`config.mk`:
```
export PLATFORM = sky130hd
export DESIGN_NAME = til_muldiv
export DESIGN_NICKNAME = d
export VERILOG_FILES = /design/src/rtl/til_pkg.sv /design/src/rtl/til_muldiv.sv
export SDC_FILE = /design/constraint.sdc
export NUM_CORES = 2
export LEC_CHECK = 0
export BUFFER_PORTS_ARGS = -buffer_cell sky130_fd_sc_hd__buf_4
export CAP_MARGIN = 15
export CORE_ASPECT_RATIO = 0.75
export CORE_MARGIN = 2
export CORE_UTILIZATION = 55
export CTS_CLUSTER_SIZE = 10
export DETAILED_ROUTE_END_ITERATION = 6
export PLACE_DENSITY = 0.73
export SYNTH_ARGS = -nofsm -noshare
export SYNTH_HDL_FRONTEND = slang
export SYNTH_SLANG_ARGS = --single-unit
```
`constraint.sdc`:
```
create_clock -name i_clk -period 9.5 [get_ports i_clk]
set_input_delay 1.425 -clock i_clk [delete_from_list [all_inputs] [get_ports i_clk]]
set_output_delay 1.425 -clock i_clk [all_outputs]
set_load 0.005 [all_outputs]
```
`src/rtl/til_pkg.sv`:
```
// shared types and constants of the interpolating table lookup
`default_nettype none
package til_pkg;
    localparam int VW = 32;
    localparam int IW = 8;

    typedef struct packed {
        logic          func;
        logic [IW-1:0] entry_index;
        logic [VW-1:0] x_value;
        logic [VW-1:0] y_value;
    } t_req;

    typedef struct packed {
        logic [VW-1:0] y_result;
        logic [2:0]    status;
    } t_rsp;

    localparam logic [2:0] ST_WRITTEN = 3'd0;
    localparam logic [2:0] ST_BELOW   = 3'd1;
    localparam logic [2:0] ST_ABOVE   = 3'd2;
    localparam logic [2:0] ST_EXACT   = 3'd3;
    localparam logic [2:0] ST_INTERP  = 3'd4;
    localparam logic [2:0] ST_STEP    = 3'd5;
    localparam logic [2:0] ST_BADWIN  = 3'd6;

    localparam logic [1:0] REG_FIRST  = 2'd0;
    localparam logic [1:0] REG_LAST   = 2'd1;
    localparam logic [1:0] REG_INTERP = 2'd2;

    localparam logic FUNC_WRITE = 1'b0;
endpackage
`default_nettype wire

```
`src/rtl/til_muldiv.sv`:
```
// iterative floor(a*t/d) for unsigned 32-bit operands, one bit a cycle
`default_nettype none
module til_muldiv
    import til_pkg::*;
(
    input  wire logic          i_clk,
    input  wire logic          i_rst_n,
    input  wire logic          i_start,
    input  wire logic [VW-1:0] i_a,
    input  wire logic [VW-1:0] i_t,
    input  wire logic [VW-1:0] i_d,
    output logic               o_done,
    output logic      [VW-1:0] o_q
);
    localparam int PW = 2 * VW;

    logic [PW-1:0]     r_num;
    logic [VW:0]       r_rem;
    logic [VW-1:0]     r_d;
    logic [VW-1:0]     r_q;
    logic [6:0]        r_cnt;
    logic              r_mul;
    logic              r_busy;
    logic [VW-1:0]     r_a;
    logic [VW-1:0]     r_t;
    logic [VW:0]       w_sh;

    // operands are latched at start, the product is formed next, then 64 restoring steps
    assign w_sh = {r_rem[VW-1:0], r_num[PW-1]};

    always_ff @(posedge i_clk) begin
        if (!i_rst_n) begin
            r_busy <= 1'b0;
            r_mul  <= 1'b0;
            o_done <= 1'b0;
        end else begin
            o_done <= 1'b0;
            if (i_start) begin
                r_a    <= i_a;
                r_t    <= i_t;
                r_d    <= i_d;
                r_mul  <= 1'b1;
                r_busy <= 1'b0;
            end else if (r_mul) begin
                r_num  <= r_a * r_t;
                r_rem  <= '0;
                r_q    <= '0;
                r_cnt  <= 7'(PW);
                r_mul  <= 1'b0;
                r_busy <= 1'b1;
            end else if (r_busy) begin
                r_num <= {r_num[PW-2:0], 1'b0};
                if (w_sh >= {1'b0, r_d}) begin
                    r_rem <= w_sh - {1'b0, r_d};
                    r_q   <= {r_q[VW-2:0], 1'b1};
                end else begin
                    r_rem <= w_sh;
                    r_q   <= {r_q[VW-2:0], 1'b0};
                end
                r_cnt <= r_cnt - 7'd1;
                if (r_cnt == 7'd1) begin
                    r_busy <= 1'b0;
                    o_done <= 1'b1;
                end
            end
        end
    end

    assign o_q = r_q;
endmodule
`default_nettype wire

```
* Yosys cells after proc, flatten, opt, wreduce, memory -nomap -nowiden
Index checks and enable logic that the tools add are counted.
W data, S select, Z words.
** Word-level totals
- Word-level logic and storage cells :: 35
- Input port bits :: 99
- Output and inout port bits :: 33
- Register bits after elaboration :: 234
** Operators by class
- $mul :: 1
- Multiplexer cells :: 12
- Bitwise operators :: 3
- Reductions and logical operators :: 5
- Add/sub/neg operators :: 2
- Eq/ne operators :: 1
- Order comparisons :: 1
** Operators with widths (number)
- $mux W64 :: 2
- $mux W32 :: 3
- $mul A32 B32 Y64 :: 1
- $ge A33 B32 Y1 :: 1
- $sub A32 B32 Y32 :: 1
- $eq A7 B1 Y1 const B :: 1
- $mux W7 :: 1
- $sub A7 B1 Y7 const B :: 1
- $mux W1 :: 6
- $reduce_or A4 Y1 :: 1
- $not A1 Y1 :: 3
- $reduce_and A3 Y1 :: 1
- $reduce_and A2 Y1 :: 1
- $reduce_bool A2 Y1 :: 1
- $reduce_or A2 Y1 :: 1

* Logic depth before layout (Yosys ltp)
- Depth in word-level cells :: 4
- Gate-level depth with buffers :: 27
- Depth with buffers taken out :: 25

* Least setup slack after synthesis
OpenSTA, ideal clock, no wires.
- Path type :: register to register
- From :: reg r_t[8]
- To :: reg r_num[56] (data pin)
- Clock period less this slack :: 7.333 ns
- Data required time :: 9.240 ns
- Setup time :: 0.260 ns
- Arrival :: 7.073 ns
- Slack :: 2.167 ns
- Path buffers :: 2
- Cell stages (with the launch flop) :: 26
- Cells stage by stage :: edfxtp_1 > clkbuf_1 > and2_1 > fa_1 > fa_1 > inv_1 > fa_1 > fa_1 > inv_1 > fa_1 > fa_1 > fa_1 > inv_1 > fa_1 > inv_1 > ha_1 > clkbuf_1 > nand4_1 > nor4_1 > nand4_1 > a21oi_1 > o311ai_2 > a31oi_2 > a21oi_1 > xnor2_1 > mux2_2
** Between the ends
- Longest elaborated chain between the ends :: 2
** Ends and longest elaborated chain
- from (decl) :: RTL line til_muldiv.sv:25 : logic [VW-1:0] r_t;
- from (signal assigned) :: RTL line til_muldiv.sv:40 : r_t <= i_t;
- $mul A32 B32 Y64 :: RTL line til_muldiv.sv:45 : r_num <= r_a * r_t;
- $mux W64 :: RTL line til_muldiv.sv:44 : end else if (r_mul) begin
- to (signal assigned) :: RTL line til_muldiv.sv:45
- to (signal assigned) :: RTL line til_muldiv.sv:52 : r_num <= {r_num[PW-2:0], 1'b0};
- to (decl) :: RTL line til_muldiv.sv:17 : logic [PW-1:0] r_num;
Every way passes these cells.
A chain may end at the register's enable or synchronous reset.

* Worst setup path after layout
- From :: reg r_t[17]
- To :: reg r_num[58] (data pin)
The elaborated chain is that of the path after synthesis.

==> impl_metrics.csv <==
group,metric,value,unit
synth,synth_enable_flop_cells,231,
place,placed_cell_area,45800,um2
worst_setup_path,crit_chain,"buf_4, nand2_1, fa_1, fa_1, inv_1, fa_1, fa_1, fa_1, fa_1, fa_1, ha_1, ha_1, nand4_1, nor4_1, nand4_1, a21oi_1, o311ai_2, a31oi_2, a221oi_4, xnor2_1, mux2_2",
layout,drive_gt1_share,7.65,%
drt,wl,106,mm
drt,drc,2,
clock_tree,clk_root_buffer_cell,"clkbuf_16",
worst_setup_path,crit_path_top_delay_cell,"edfxtp_1",
drt,vias_per_cell,5.49,
grt,antenna_found_initial,3,
worst_setup_path,crit_end,"r_num[58]",
status,status,"finished, violations left",
floorplan,ios,132,
drt,wl_per_cell,19.3,um
drt,drtIter0Drc,2145,
floorplan,die_w,330,um
worst_setup_path,r2r_end,"r_num[58]",
synth,synth.area.top_cells,"fa_1 (41%), edfxtp_1 (16%), and2_1 (8.6%)",
timing,clock.fmax,112,MHz
layout,synthToLayoutAreaGrowth,6.76,%
layout,final_cell_mix,"fa_1 (897), inv_1 (895), and2_1 (600)",
clock_tree,cts_tree,"built",
synth,synth-adder-area-share,49.4,%
timing,finalSetupViolCount,0,
synth,synth-simple-area-share,16.0,%
worst_setup_path,r2r_cells,21,
layout,finalNetCount,5718,
clock_tree,cts-resized-gates,0,
worst_setup_path,r2r_start,"r_t[17]",
clock_tree,cts_max_path_buffers,3,
clock_tree,clock_latency,0.64,ns
place,gp_congestion,0.906,
synth,ys_seq_area_share,16.0,%
worst_setup_path,path_common_cell,"fa_1",
layout,fillers,6711,
synth,netlist_area,43800,um2
timing,clock_skew,0.0514,ns
clock_tree,cts.clk_slew.worst_paths,0.06,ns
floorplan,core_area,78800,um2
timing,hold_viol,0,
floorplan,num_rows,89,
synth,synth_compound_area_share,5.34,%
floorplan,initial_core_util,55.6,%
worst_setup_path,crit_required,9.88,ns
synth,synth.distinct_cells,77,
grt,grt_pass1_vias,32400,
synth,postSynthCellCount,4431,
clock_tree,hold_buffers,0,
synth,synth_top_area_share,41.0,%
layout,final_common_cell,"fa_1",
hold_path,holdPathStages,1,
clock_tree,h-tree-depth,1,
clock_tree,cts_sinks,234,
floorplan,die_h,249,um
worst_setup_path,cp.arrival,9.29,ns
worst_setup_path,worstSetupPathType,"flop to flop",
synth,synth_top_area_cell,"fa_1",
timing,tightest_slew,1.24,ns
synth,async_flop_share,0,%
worst_setup_path,startpoint_type,"flop",
grt,grt_max_degree,96,
grt,grt.overflow.total,0,
floorplan,die-area,82000,um2
drt,ant_nets,0,
timing,relSlewSlack,17.6,%
timing,maxSlewViolCount,0,
synth,synthMuxAreaShare,1.62,%
worst_setup_path,setup.worst_path.start,"r_t[17]",
timing,rsz0062_at_grt,"no",
place,port_buffers,131,
clock_tree,cts_setup_buffers,0,
place,dp_hpwl,84.8,mm
layout,multi_input_area,32500,um2
synth,syn_area_per_cell,9.89,um2
grt,gr-usage-all-layers,26.9,%
clock_tree,cts_buffers,30,
drt,dr_total_vias,30200,
synth,yosys.area_share.xor_xnor,1.76,%
status,violations,"DRC",
drt,dr.pass1.iters,7,
worst_setup_path,r2r_slack,0.59,ns
timing,final.setup.tns,0,ns
run,drv_cap,0,
synth,synth_seq_cells,234,
worst_setup_path,cp-end-kind,"flop",
worst_setup_path,path_max_fanout,22,
layout,regArea,7000,um2
synth,synth_fp_nets,5724,
timing,min_period,8.91,ns
synth,synth_top_family_by_area,"adder cells",
layout,stdcell_area,46800,um2
hold_path,hp-start,"r_busy",
synth,synth_ff_type,"edfxtp_1",
worst_setup_path,cpPeakStageDelay,1.08,ns
synth,yosysWarnings,0,
hold_path,hp-class,"flop to flop",
grt,grt_pass1_wl,174,mm
timing,period_share,93.8,%
-- cell families (layout without fill, tap and decap cells) --
kind of cell / after synthesis / in the layout
AND/OR/NAND/NOR: 1361 / 1361
adder cells (fa/ha/maj): 1194 / 1194
buffers and inverters: 1147 / 1160
AO/OA/AOI/OAI: 343 / 343
flip-flops: 234 / 234
XOR/XNOR: 88 / 88
multiplexers: 64 / 64
other: 0 / 1
-- critical path, delay by kind of cell, from the launching register on --
family / cells / cell delay, ns
xor gates and xnor gates: 1 / 0.14
and+or+nand+nor: 4 / 1.14
adders and majority gates: 9 / 4.33
DFF: 1 / 1.08
muxes: 1 / 0.27
buffers and inverters: 2 / 0.41
AOI/OAI and AO/OA: 4 / 1.28
-- sequential cells by signal, summed over array words and instances, names as in the netlist --
signal and cells:
o_done 1, r_cnt 7, r_busy 1, r_t 32
r_d 32, r_mul 1, o_q 32, r_a 32
r_rem 32, r_num 64
-- worst min path at each step --
stage | end | slack [ns]
after floorplan | o_done | 0.45
after global placement | o_done | 0.48
after detailed placement | o_done | 0.49
after CTS | o_done | 0.50
after global routing | o_done | 0.52
final | o_done | 0.50
-- through the flow --
stage	util, %	worst slack [ns]	cells	hold WS, ns
after detailed placement	58.0	0.628	5433	0.488
after floorplan	-	2.17	4431	0.454
final	59.4	0.585	5491	0.499
after CTS	59.2	0.585	5484	0.503
after global placement	58.0	0.758	5432	0.478
after global routing	59.4	0.346	5491	0.523
-- cells in the mapped netlist, drive strengths merged (3+ instances only) --
cell,n
a211o,4
a211oi,18
a21boi,9
a21o,51
a21oi,118
a221oi,5
a31oi,14
a41oi,4
and2,601
and3,13
buf,19
clkbuf,233
dfxtp,3
edfxtp,231
fa,897
ha,297
inv,895
mux2,56
mux2i,8
nand2,518
nand2b,7
nand3,27
nand4,27
nor2,79
nor2b,43
nor3,22
nor4,5
o211ai,5
o21a,18
o21ai,46
o21bai,15
o221ai,6
o311ai,4
o31ai,6
or2,4
or3,4
or4,3
xnor2,69
xor2,19
-- layer usage --
layer	vias to the layer above	track usage, %	wire [um]	part of all wire [%]
li1	13400	-	-	-
met1	15400	37.6	44700	42
met2	1136	42.4	49300	47
met3	202	5.65	8550	8.1
met4	2	8.05	3360	3.2
met5	-	0.411	42	0.040
-- layout make-up --
type | instances | area share, %
diodes | 1 | 0.00535
clock buffers | 40 | 1.71
clock inverters | 11 | 0.176
inverters | 895 | 7.18
multi-input cells | 3050 | 69.5
flip-flops and latches | 234 | 15.0
well taps | 1046 | 2.80
repair buffers | 214 | 3.73
Power is left out: the tool's default activity adds up to more than one toggle a clock period on the data nets, which glitch-free logic cannot reach.
